[src/rtl/spq_pkg.sv]
`timescale 1ns / 1ps
// ----------------------------------------------------------------------------
// spq_pkg
// shared widths, operation and status codes, and the controller/datapath
// command and status bundles of the sorted priority queue
// ----------------------------------------------------------------------------
package spq_pkg;

  localparam int SPQ_DEPTH    = 64;
  localparam int SPQ_TAG_BITS = 16;

  localparam int WEIGHT_W    = 31;
  localparam int TAG_FIELD_W = 16;
  localparam int OCC_W       = 7;
  localparam int STATUS_W    = 2;

  typedef logic [STATUS_W-1:0] status_t;

  localparam logic    KIND_PUSH  = 1'b0;
  localparam logic    KIND_POP   = 1'b1;

  localparam status_t ST_PUSHED  = 2'd0;
  localparam status_t ST_FULL    = 2'd1;
  localparam status_t ST_POPPED  = 2'd2;
  localparam status_t ST_EMPTY   = 2'd3;

  // commands from controller to datapath
  typedef struct packed {
    logic    latch_in;    // capture pushed weight and tag
    logic    init_push;   // slot pointer to tail, slot index to count
    logic    rd_prev;     // read the entry just below the slot pointer
    logic    rd_head;     // read the head entry
    logic    wr_shift;    // move the entry read last up into the slot
    logic    wr_new;      // write the new entry into the slot
    logic    pop_commit;  // advance head, drop count
    logic    load_out;    // load the result register
    status_t out_status;
  } cmd_t;

  // status from datapath to controller
  typedef struct packed {
    logic in_pop;   // input item is a pop
    logic full;
    logic empty;
    logic j_zero;   // insertion slot reached the head
    logic less;     // new weight is below the entry read last
  } sts_t;

endpackage

[src/rtl/spq_ctrl.sv]
`timescale 1ns / 1ps
// ----------------------------------------------------------------------------
// spq_ctrl
// sequencer of the sorted priority queue: input and output handshakes and
// the read/compare/shift steps of an insertion
// ----------------------------------------------------------------------------
module spq_ctrl (
  input  logic          clk,
  input  logic          rst_n,
  input  logic          in_valid,
  output logic          in_stall,
  output logic          out_valid,
  input  logic          out_stall,
  input  spq_pkg::sts_t sts,
  output spq_pkg::cmd_t cmd
);

  localparam logic [2:0] S_IDLE     = 3'd0;
  localparam logic [2:0] S_PUSH_RD  = 3'd1;
  localparam logic [2:0] S_PUSH_CMP = 3'd2;
  localparam logic [2:0] S_POP      = 3'd3;
  localparam logic [2:0] S_FIN      = 3'd4;

  logic [2:0]       state_r, state_nxt;
  spq_pkg::status_t st_r, st_nxt;
  logic             out_valid_r, out_valid_nxt;
  logic             out_busy;

  assign in_stall  = (state_r != S_IDLE);
  assign out_valid = out_valid_r;
  assign out_busy  = out_valid_r && out_stall;

  always_comb begin
    state_nxt      = state_r;
    st_nxt         = st_r;
    cmd            = '0;
    cmd.out_status = st_r;
    out_valid_nxt  = out_valid_r && out_stall;
    unique case (state_r)
      S_IDLE: begin
        if (in_valid) begin
          cmd.latch_in = 1'b1;
          if (sts.in_pop) begin
            if (sts.empty) begin
              st_nxt    = spq_pkg::ST_EMPTY;
              state_nxt = S_FIN;
            end else begin
              st_nxt    = spq_pkg::ST_POPPED;
              state_nxt = S_POP;
            end
          end else begin
            if (sts.full) begin
              st_nxt    = spq_pkg::ST_FULL;
              state_nxt = S_FIN;
            end else begin
              st_nxt        = spq_pkg::ST_PUSHED;
              cmd.init_push = 1'b1;
              state_nxt     = S_PUSH_RD;
            end
          end
        end
      end
      S_PUSH_RD: begin
        if (sts.j_zero) begin
          cmd.wr_new = 1'b1;
          state_nxt  = S_FIN;
        end else begin
          cmd.rd_prev = 1'b1;
          state_nxt   = S_PUSH_CMP;
        end
      end
      S_PUSH_CMP: begin
        if (sts.less) begin
          cmd.wr_shift = 1'b1;
          state_nxt    = S_PUSH_RD;
        end else begin
          cmd.wr_new = 1'b1;
          state_nxt  = S_FIN;
        end
      end
      S_POP: begin
        cmd.rd_head    = 1'b1;
        cmd.pop_commit = 1'b1;
        state_nxt      = S_FIN;
      end
      S_FIN: begin
        // hold until the previous result has been taken
        if (!out_busy) begin
          cmd.load_out  = 1'b1;
          out_valid_nxt = 1'b1;
          state_nxt     = S_IDLE;
        end
      end
      default: begin
        state_nxt = S_IDLE;
      end
    endcase
  end

  always_ff @(posedge clk) begin
    if (!rst_n) begin
      state_r     <= S_IDLE;
      st_r        <= spq_pkg::ST_PUSHED;
      out_valid_r <= 1'b0;
    end else begin
      state_r     <= state_nxt;
      st_r        <= st_nxt;
      out_valid_r <= out_valid_nxt;
    end
  end

  a_load_free: assert property (@(posedge clk) disable iff (!rst_n)
    cmd.load_out |-> !out_busy)
    else $error("result register overwritten while a transfer is pending");

  a_cmp_after_rd: assert property (@(posedge clk) disable iff (!rst_n)
    (state_r == S_PUSH_CMP) |-> ($past(state_r) == S_PUSH_RD))
    else $error("compare step entered without a read");

  a_pop_not_empty: assert property (@(posedge clk) disable iff (!rst_n)
    (state_r == S_POP) |-> (st_r == spq_pkg::ST_POPPED))
    else $error("pop step with wrong status");

endmodule

[src/rtl/spq_dp.sv]
`timescale 1ns / 1ps
// ----------------------------------------------------------------------------
// spq_dp
// datapath of the sorted priority queue: ring memory of sorted entries,
// head/tail pointers, count, insertion slot and the result register
// ----------------------------------------------------------------------------
module spq_dp #(
  parameter int DEPTH    = spq_pkg::SPQ_DEPTH,
  parameter int TAG_BITS = spq_pkg::SPQ_TAG_BITS
) (
  input  logic                                clk,
  input  logic                                rst_n,
  input  logic                                in_kind,
  input  logic [spq_pkg::WEIGHT_W-1:0]        in_entry_weight,
  input  logic [spq_pkg::TAG_FIELD_W-1:0]     in_entry_tag,
  input  spq_pkg::cmd_t                       cmd,
  output spq_pkg::sts_t                       sts,
  output spq_pkg::status_t                    out_status,
  output logic [spq_pkg::WEIGHT_W-1:0]        out_popped_weight,
  output logic [spq_pkg::TAG_FIELD_W-1:0]     out_popped_tag,
  output logic [spq_pkg::OCC_W-1:0]           out_occupancy,
  output logic                                out_is_empty
);

  localparam int PW    = $clog2(DEPTH);
  localparam int CNT_W = $clog2(DEPTH + 1);
  localparam int TW    = (TAG_BITS < spq_pkg::TAG_FIELD_W) ? TAG_BITS : spq_pkg::TAG_FIELD_W;
  localparam int WW    = spq_pkg::WEIGHT_W;

  localparam logic [PW-1:0]    PTR_LAST = PW'(DEPTH - 1);
  localparam logic [CNT_W-1:0] CNT_FULL = CNT_W'(DEPTH);

  // physical storage, kept sorted from head around the ring
  logic [WW-1:0] w_mem [DEPTH];
  logic [TW-1:0] t_mem [DEPTH];

  logic [WW-1:0]    op_w_r;
  logic [TW-1:0]    op_t_r;
  logic [WW-1:0]    rd_w_r;
  logic [TW-1:0]    rd_t_r;
  logic [PW-1:0]    hd_r, hd_nxt;
  logic [PW-1:0]    tl_r, tl_nxt;
  logic [CNT_W-1:0] cnt_r, cnt_nxt;
  logic [PW-1:0]    p_r;
  logic [CNT_W-1:0] j_r;
  logic [PW-1:0]    p_prev, hd_inc, tl_inc;

  logic             wr_en;
  logic [WW-1:0]    wr_w;
  logic [TW-1:0]    wr_t;
  logic             rd_en;
  logic [PW-1:0]    rd_addr;

  spq_pkg::status_t out_status_r;
  logic [WW-1:0]    out_w_r;
  logic [TW-1:0]    out_t_r;
  logic [CNT_W-1:0] out_cnt_r;

  assign p_prev = (p_r == '0) ? PTR_LAST : (p_r - PW'(1));
  assign hd_inc = (hd_r == PTR_LAST) ? '0 : (hd_r + PW'(1));
  assign tl_inc = (tl_r == PTR_LAST) ? '0 : (tl_r + PW'(1));

  assign sts.in_pop = (in_kind == spq_pkg::KIND_POP);
  assign sts.full   = (cnt_r == CNT_FULL);
  assign sts.empty  = (cnt_r == '0);
  assign sts.j_zero = (j_r == '0);
  assign sts.less   = (op_w_r < rd_w_r);

  assign wr_en   = cmd.wr_shift || cmd.wr_new;
  assign wr_w    = cmd.wr_shift ? rd_w_r : op_w_r;
  assign wr_t    = cmd.wr_shift ? rd_t_r : op_t_r;
  assign rd_en   = cmd.rd_prev || cmd.rd_head;
  assign rd_addr = cmd.rd_head ? hd_r : p_prev;

  always_comb begin
    hd_nxt  = hd_r;
    tl_nxt  = tl_r;
    cnt_nxt = cnt_r;
    if (cmd.wr_new) begin
      tl_nxt  = tl_inc;
      cnt_nxt = cnt_r + CNT_W'(1);
    end else if (cmd.pop_commit) begin
      hd_nxt  = hd_inc;
      cnt_nxt = cnt_r - CNT_W'(1);
    end
  end

  always_ff @(posedge clk) begin
    if (wr_en) begin
      w_mem[p_r] <= wr_w;
      t_mem[p_r] <= wr_t;
    end
    if (rd_en) begin
      rd_w_r <= w_mem[rd_addr];
      rd_t_r <= t_mem[rd_addr];
    end
  end

  always_ff @(posedge clk) begin
    if (!rst_n) begin
      hd_r  <= '0;
      tl_r  <= '0;
      cnt_r <= '0;
    end else begin
      hd_r  <= hd_nxt;
      tl_r  <= tl_nxt;
      cnt_r <= cnt_nxt;
    end
  end

  always_ff @(posedge clk) begin
    if (cmd.latch_in) begin
      op_w_r <= in_entry_weight;
      op_t_r <= in_entry_tag[TW-1:0];
    end
    if (cmd.init_push) begin
      p_r <= tl_r;
      j_r <= cnt_r;
    end else if (cmd.wr_shift) begin
      p_r <= p_prev;
      j_r <= j_r - CNT_W'(1);
    end
    if (cmd.load_out) begin
      out_status_r <= cmd.out_status;
      out_cnt_r    <= cnt_r;
      if (cmd.out_status == spq_pkg::ST_POPPED) begin
        out_w_r <= rd_w_r;
        out_t_r <= rd_t_r;
      end else begin
        out_w_r <= '0;
        out_t_r <= '0;
      end
    end
  end

  assign out_status        = out_status_r;
  assign out_popped_weight = out_w_r;
  assign out_popped_tag    = spq_pkg::TAG_FIELD_W'(out_t_r);
  assign out_occupancy     = spq_pkg::OCC_W'(out_cnt_r);
  assign out_is_empty      = (out_cnt_r == '0);

  a_cnt_range: assert property (@(posedge clk) disable iff (!rst_n)
    cnt_r <= CNT_FULL)
    else $error("entry count above depth");

  a_ring_wrap: assert property (@(posedge clk) disable iff (!rst_n)
    (cnt_r == '0 || cnt_r == CNT_FULL) |-> (hd_r == tl_r))
    else $error("head and tail pointers disagree with count");

  a_push_count: assert property (@(posedge clk) disable iff (!rst_n)
    cmd.wr_new |=> (cnt_r == $past(cnt_r) + CNT_W'(1)))
    else $error("insert did not raise the count");

endmodule

[src/rtl/sorted_priority_queue.sv]
`timescale 1ns / 1ps
// ----------------------------------------------------------------------------
// sorted_priority_queue
// min-priority queue of weight/tag entries kept sorted by ascending weight;
// equal weights leave in arrival order
// ----------------------------------------------------------------------------
//  channel  ports                                         direction
//  in       in_valid in_stall in_kind in_entry_weight     sink
//           in_entry_tag
//  out      out_valid out_stall out_status                source
//           out_popped_weight out_popped_tag out_occupancy out_is_empty
//
//  a pop reads the head; a dropped push or empty pop goes straight to finish;
//  a push moves each greater entry up, then writes the new entry into the slot;
//  each move is a memory read then a write; the ring means a pop moves no data
//  reset is synchronous, active low, and empties the queue at once
//  one result can wait in the output register while the next item is taken;
//  a further result holds in the finish step until out_stall drops
// ----------------------------------------------------------------------------
module sorted_priority_queue #(
  parameter int DEPTH    = spq_pkg::SPQ_DEPTH,
  parameter int TAG_BITS = spq_pkg::SPQ_TAG_BITS
) (
  input  logic                            clk,
  input  logic                            rst_n,
  input  logic                            in_valid,
  output logic                            in_stall,
  input  logic                            in_kind,
  input  logic [spq_pkg::WEIGHT_W-1:0]    in_entry_weight,
  input  logic [spq_pkg::TAG_FIELD_W-1:0] in_entry_tag,
  output logic                            out_valid,
  input  logic                            out_stall,
  output logic [spq_pkg::STATUS_W-1:0]    out_status,
  output logic [spq_pkg::WEIGHT_W-1:0]    out_popped_weight,
  output logic [spq_pkg::TAG_FIELD_W-1:0] out_popped_tag,
  output logic [spq_pkg::OCC_W-1:0]       out_occupancy,
  output logic                            out_is_empty
);

  spq_pkg::cmd_t cmd;
  spq_pkg::sts_t sts;

  spq_ctrl u_ctrl (
    .clk       (clk),
    .rst_n     (rst_n),
    .in_valid  (in_valid),
    .in_stall  (in_stall),
    .out_valid (out_valid),
    .out_stall (out_stall),
    .sts       (sts),
    .cmd       (cmd)
  );

  spq_dp #(
    .DEPTH    (DEPTH),
    .TAG_BITS (TAG_BITS)
  ) u_dp (
    .clk               (clk),
    .rst_n             (rst_n),
    .in_kind           (in_kind),
    .in_entry_weight   (in_entry_weight),
    .in_entry_tag      (in_entry_tag),
    .cmd               (cmd),
    .sts               (sts),
    .out_status        (out_status),
    .out_popped_weight (out_popped_weight),
    .out_popped_tag    (out_popped_tag),
    .out_occupancy     (out_occupancy),
    .out_is_empty      (out_is_empty)
  );

endmodule
[config.mk]
export PLATFORM = sky130hd
export DESIGN_NAME = sorted_priority_queue
export DESIGN_NICKNAME = d
export VERILOG_FILES = /design/src/rtl/spq_pkg.sv /design/src/rtl/spq_ctrl.sv /design/src/rtl/spq_dp.sv /design/src/rtl/sorted_priority_queue.sv
export SDC_FILE = /design/constraint.sdc
export NUM_CORES = 2
export LEC_CHECK = 0
export ABC_CLOCK_PERIOD_IN_PS = 12520
export BUFFER_PORTS_ARGS = -buffer_cell sky130_fd_sc_hd__buf_2
export CAP_MARGIN = 10
export CORE_MARGIN = 2
export CORE_UTILIZATION = 65
export CTS_CLUSTER_SIZE = 12
export DETAILED_ROUTE_END_ITERATION = 10
export GPL_ROUTABILITY_DRIVEN = 1
export PLACE_DENSITY_LB_ADDON = 0.3
export REMOVE_ABC_BUFFERS = 1
export SLEW_MARGIN = 20
export SYNTH_ARGS = -nofsm -noshare
export SYNTH_HDL_FRONTEND = slang
export SYNTH_SLANG_ARGS = --single-unit
[constraint.sdc]
create_clock -name clk -period 12.52 [get_ports clk]
set_clock_uncertainty 0.1 [all_clocks]
set_input_delay 1.878 -clock clk [delete_from_list [all_inputs] [get_ports clk]]
set_output_delay 1.878 -clock clk [all_outputs]
set_load 0.05 [all_outputs]
Word level (Yosys, flattened, before mapping)
Memory sizes are Yosys's and may differ from the RTL's. A register that Yosys moved wholly into a read port is not among the register bits.
Index checks and enable logic that the tools add are counted.

word-level totals
  register bits after elaboration = 141
  RAM bits = 3008
  output and inout bits = 59
  memories = 2

cells by class
  add/subtract/negate cells = 6
  order comparisons = 1
  equal/unequal tests = 10
  mux-type cells = 40
  bitwise gates (word level) = 1
  reduce and logical (&&, ||, !) cells = 14

memory list
  memory      words  width  read ports  clocked after memory_dff  write ports  RTL line      text
  u_dp.w_mem  64     31     1           1                         1            spq_dp.sv:34  logic [WW-1:0] w_mem [DEPTH];
  u_dp.t_mem  64     16     1           1                         1            spq_dp.sv:35  logic [TW-1:0] t_mem [DEPTH];

operators with widths
  operator                                             number
  2-to-1 mux 6 bit                                     6
  less-than comparator 31 bit                          1
  2-to-1 mux 31 bit                                    1
  2-to-1 mux 7 bit                                     4
  logical NOT 7 bit                                    3
  2-to-1 mux 3 bit                                     7
  2-to-1 mux 1 bit                                     16
  2-to-1 mux 16 bit                                    1
  one-hot mux 3 bit (5 select lines)                   1
  subtractor 7 x 1 -> 7 bit, second input constant     2
  adder 6 x 1 -> 6 bit, second input constant          2
  equality test 6 bit, second input constant           2
  adder 7 x 1 -> 7 bit, second input constant          1
  equality test 7 bit, second input constant           1
  equality test 3 x 2 -> 1 bit, second input constant  2
  logical NOT 6 bit                                    1
  2-to-1 mux 2 bit                                     3
  AND reduction 2 bit                                  3
  subtractor 6 x 1 -> 6 bit, second input constant     1
  != test 2 bit, second input constant                 2
  nonzero test 2 bit                                   2
  equality test 3 x 1 -> 1 bit, second input constant  1
  equality test 3 bit, second input constant           1
  logical NOT 3 bit                                    1
  6 further kinds                                      7

Logic depth before layout (Yosys ltp)
  depth in word-level cells = 6
  depth in mapped cells = 19

Modules after synthesis
From an unflattened synthesis, not the netlist that was laid out.

second synthesis, totals
  cell total of the unflattened synthesis = 5495
  area total of the unflattened synthesis = 122861.6 um2

by module, submodules not included
  module    instances  cells an instance  area an instance (um2)  seq. area each (um2)
  spq_dp    1          5455               122518.8                95601.7
  spq_ctrl  1          40                 342.8                   120.1

Worst setup path after synthesis
No wires, ideal clock.

  kind = register to register
  start = reg u_dp.op_w_r[9]
  end = mem u_dp.w_mem[0][30] in the netlist's numbering (data pin)
  arrival time = 4752 ps
  data required time = 11718 ps
  path slack = 6966 ps
  cell stages (with the launch flop) = 11
  path buffers = 2
  path through = edfxtp_1 > ha_1 > a21oi_1 > nand2_1 > a221o_1 > o21ai_0 > o2111a_1 > o211ai_1 > clkbuf_1 > clkbuf_1 > o21ai_0

between the ends
  word-level cells in the longest chain between the ends = 4

RTL lines
  item                         RTL line        text
  start, declared              spq_dp.sv:37    logic [WW-1:0] op_w_r;
  start signal, assigned       spq_dp.sv:113   op_w_r <= in_entry_weight;
  less-than comparator 31 bit  spq_dp.sv:67    assign sts.less = (op_w_r < rd_w_r);
  2-to-1 mux 1 bit             spq_ctrl.sv:73  if (sts.less) begin
  2-to-1 mux 1 bit             spq_ctrl.sv:39  unique case (state_r)
  2-to-1 mux 31 bit            spq_dp.sv:70    assign wr_w = cmd.wr_shift ? rd_w_r : op_w_r;
  net u_dp.wr_w[30]            spq_dp.sv:49    logic [WW-1:0] wr_w;
  end, declared                spq_dp.sv:34

The timed path passes the listed nets, and every way through them passes these cells.

Final worst setup path
  start = reg u_dp.p_r[0]
  end = reg u_dp.rd_w_r[16], read port of u_dp.w_mem (data pin)

between the ends
  word-level cells in the longest chain between the ends = 3
  elaborated cells between the ends (all ways) = 4

RTL lines
  item                                                                   RTL line       text
  start, declared                                                        spq_dp.sv:44   logic [PW-1:0] p_r;
  start signal, assigned                                                 spq_dp.sv:117  p_r <= tl_r;
  start signal, assigned                                                 spq_dp.sv:120  p_r <= p_prev;
  subtractor 6 x 1 -> 6 bit / logical NOT 6 bit (equally long branches)  spq_dp.sv:59   assign p_prev = (p_r == '0) ? PTR_LAST : (p_r - PW'(1));
  2-to-1 mux 6 bit (*)                                                   spq_dp.sv:59
  2-to-1 mux 6 bit (*)                                                   spq_dp.sv:73   assign rd_addr = cmd.rd_head ? hd_r : p_prev;
  end, declared                                                          spq_dp.sv:39   logic [WW-1:0] rd_w_r;

Every way passes the cells marked *; elsewhere a longest branch is shown, timed or not.
A chain may end at the register's enable or synchronous reset.

==> qor.yml <==
cts:
  cts_max_path_buffers: 4
  cts_hold_buffers: 0
  h-tree-depth: 5
  clock-sinks: 3196
  ctsResizeCount: 0
  post_cts.repair.setup_buffers: 0
  clock_latency_ns: 0.96
  cts_tree: "done"
  clk_pin_slew_ns: 0.06
  clockRootBuffer: "clkbuf_16"
  cts_buffers: 326
detailed_routing:
  via_count: 71450
  antenna_left: 0
  wire_per_inst_um: 35.8
  first_pass_iters: 11
  drt_iter0_markers: 12846
  drc: 20
  viasPerCell: 7.28
  wl_um: 351000
synthesis:
  synth.largest_area_cell: "edfxtp_1"
  synth_edf_count: 3171
  yosys_warnings: 0
  yosys-top-cells-area: "edfxtp_1 (77%), mux4_2 (6.9%), nand2_1 (3.6%)"
  synth.top_cell.area_share_pct: 77.4
  yosysSeqAreaShare_pct: 77.8
  muxShareOfSynthArea_pct: 8.70
  synth_cell_types: 75
  synth.cell_area_um2: 123000
  synth_fa_ha_area_share_pct: 0.423
  ys_seq_elements: 3196
  synth-xor-area-share_pct: 0.107
  syn_avg_cell_area_um2: 17.5
  synthCells: 7033
  synth_top_family_by_area: "multiplexers"
  synth_compound_area_share_pct: 4.46
  ys.flop_type: "edfxtp_1"
  synthArstFlopShare_pct: 0
  synthSimpleGateAreaFrac_pct: 6.69
run_status:
  status: "finished, violations left"
  violations: "design-rule violations"
global_routing:
  grt_pass1_wl_um: 494000
  first_global_vias: 69773
  grt-ovfl-total: 0
  grtUsageMet2_pct: 55.8
  grt_antenna_before_repair: 18
  met3_usage_pct: 10.0
  use_met1_pct: 48.9
  grt_max_degree: 183
  busiest_layer: "met2"
  grt_use_total_pct: 36.5
sta:
  post-route-min-period_ns: 6.32
  relSlewSlack_pct: 17.1
  maxSlewViolCount: 0
  fin_crit_sh_pct: 50.5
  setup_tns_ns: 0
  fmax_ghz: 0.158
  worst_pin_slew_ns: 1.24
  rsz0062_at_grt: "no"
  hold_viol: 0
  finalSetupViolations: 0
worst_setup_path:
  path_class: "register to register"
  r2r_setup_slack_ns: 6.20
  reg2reg_from: "u_dp.p_r[0]$_DFFE_PP_"
  cp_slowest_cell: "buf_4"
  rr_worst_depth: 11
  slowest_delay_ns: 0.82
  required_ns: 13.12
  worstSetupEndpointType: "register"
  crit_arrival_ns: 6.92
  crit_path_start_kind: "register"
  crit_fanout: 175
  timing.rr.end: "u_dp.rd_w_r[16]$_DFFE_PP_"
  path_cells: "inv_1 -> ha_1 -> or4b_4 -> a21oi_2 -> mux2_8 -> buf_12 -> buf_4 -> mux4_2 -> o22ai_1 -> or4_1 -> nor4_1"
hold_path:
  worstHoldStart: "u_dp.hd_r[0]$_SDFFE_PN0P_"
  hold_path.class: "register to register"
  worstHoldPathCells: 2
  min_to: "u_dp.hd_r[0]$_SDFFE_PN0P_"
pwr:
  leakagePower_nw: 44.4
  power_density_nw_per_um2: 248
  p_int_mw: 21.9
  switching_share_pct: 35.0
  vdd_ir_drop_max_uv: 351
  comb_power_share_pct: 33.8
  p_sw_mw: 11.8
  power_mw: 33.6
  pwr-share-seq_pct: 40.6
  clkPwrFrac_pct: 25.6
die:
  die_y_um: 439
  die-area_um2: 193000
  rows: 159
  die_w_um: 439
  initial_core_util_pct: 65.5
  ios: 111
  core_um2: 188000
placed_design:
  gp_congestion: 0.893
  hpwl_um: 167000
  port_buffers: 110
cells_and_area:
  area_growth_pct: 10.5
  fillCellCount: 10271
  drive_gt1_share_pct: 15.7
  final_nets: 7316
job:
  maxCapViolCount: 0
[per-stage QoR]
| stage | cells | worst slack (ns) | hold slack [ns] | area, µm² | util (%) |
|---|---|---|---|---|---|
| 6_report | 9819 | 6.20 | 0.425 | 136000 | 72.4 |
| 2_1_floorplan | 6620 | -39.69 | 0.322 | 121000 | - |
| 3_5_place_dp | 9386 | 6.41 | 0.406 | 127000 | 67.6 |
| 5_1_grt | 9817 | 6.11 | 0.443 | 136000 | 72.4 |
| 4_1_cts | 9810 | 6.37 | 0.415 | 136000 | 72.3 |
| 3_3_place_gp | 9383 | 6.70 | 0.388 | 127000 | 67.5 |
[synth_stat cells, drive strengths merged, types with 43 or more instances]
master  instances
a21oi         402
a32oi         188
and2           54
buf           248
clkbuf        165
edfxtp       3171
inv            43
mux2i         199
mux4          376
nand2        1189
nand3         200
nor2          104
nor3          101
nor4           51
o22ai         189
or4            96
[critical path: cells and delay by family (launching register included)]
family | cells | cell delay, ns
buffers and inverters | 3 | 1.78
multiplexers | 2 | 0.99
AO/OA/AOI/OAI | 2 | 0.31
flip-flops | 1 | 0.63
adder cells (fa/ha/maj) | 1 | 0.19
AND/OR/NAND/NOR | 3 | 1.68
[layout make-up]
type | count | area (µm²) | share of cell area (%)
inverter | 43 | 161 | 0.119
timing repair buffer | 275 | 1970 | 1.45
tap | 2495 | 3120 | 2.30
antenna | 5 | 12.5 | 0.00921
clock buffer | 397 | 8630 | 6.35
sequential | 3196 | 95700 | 70.4
multi-input combinational | 3381 | 26100 | 19.2
clock inverter | 27 | 181 | 0.133
[cells in the final DEF (no fill, tap or decap), types with 5 or more instances in the layout]
cell type  count
a21o_1         9
mux2i_1      198
clkinv_1      17
edfxtp_1    3171
nor2_4        67
buf_4        150
buf_12         8
nor2_1        37
a21oi_1      399
o21ai_4       30
nor3_1       100
nand3b_1       5
clkbuf_16    334
inv_1         42
xnor2_1        9
o21ai_0       11
a31oi_1        5
xor2_1         6
dfxtp_1       25
ha_1          40
nor4_1        47
buf_2        110
clkinv_2       5
a32oi_1      188
or4_1         94
o22ai_1      189
and2_1        54
nand3_1      196
nand2_1     1187
mux2_4        17
or3_1          5
mux4_2       376
clkbuf_1      59
nand2b_1       5
diode_2        5
nand4_1       13
nor2b_1       13
[state kept, by name, indices dropped and copies added (netlist names)]
name,count
u_ctrl.out_valid,1
u_ctrl.st_r,2
u_ctrl.state_r,3
u_dp.cnt_r,7
u_dp.hd_r,6
u_dp.j_r,7
u_dp.op_t_r,16
u_dp.op_w_r,31
u_dp.out_occupancy,7
u_dp.out_popped_tag,16
u_dp.out_popped_weight,31
u_dp.out_status,2
u_dp.p_r,6
u_dp.rd_t_r,16
u_dp.rd_w_r,31
u_dp.t_mem,1024
u_dp.tl_r,6
u_dp.w_mem,1984
[kinds of logic (layout without fill, tap and decap cells)]
| logic type | after synthesis | after routing |
|---|---|---|
| other | 0 | 5 |
| buffers and inverters | 456 | 742 |
| AND/OR/NAND/NOR | 1858 | 1858 |
| AO/OA/AOI/OAI | 871 | 871 |
| multiplexers | 596 | 596 |
| XOR/XNOR | 15 | 15 |
| flip-flops | 3196 | 3196 |
| adder cells (fa/ha/maj) | 41 | 41 |
[power groups by stage]
stage / combinational, mW / clock [mW] / sequential (mW)
detailed placement: 10.8 / 0 / 13.9
finish: 11.4 / 8.61 / 13.7
global placement: 10.5 / 0 / 13.9
global route: 11.9 / 8.97 / 13.7
floorplan: 7.61 / 0 / 14.4
CTS: 11.0 / 8.61 / 13.6
[metal layers]
metal  up-vias  part of all wire, %
li1      27995                    -
met2      6540                   47
met3      1130                   15
met1     35777                   33
met4         8                  5.2
met5         -                0.016
[how the worst max path moves through the flow]
stage	from	to	slack [ns]
after CTS	u_dp.p_r[0]$_DFFE_PP_	u_dp.rd_w_r[16]$_DFFE_PP_	6.37
after floorplan	u_dp.p_r[0]$_DFFE_PP_	u_dp.rd_w_r[29]$_DFFE_PP_	-39.69
after global placement	u_dp.p_r[0]$_DFFE_PP_	u_dp.rd_t_r[8]$_DFFE_PP_	6.70
final	u_dp.p_r[0]$_DFFE_PP_	u_dp.rd_w_r[16]$_DFFE_PP_	6.20
after detailed placement	u_dp.p_r[0]$_DFFE_PP_	u_dp.rd_w_r[16]$_DFFE_PP_	6.41
after global routing	u_dp.p_r[0]$_DFFE_PP_	u_dp.rd_w_r[16]$_DFFE_PP_	6.11
Note: power is estimated with default switching activity, not from simulation.
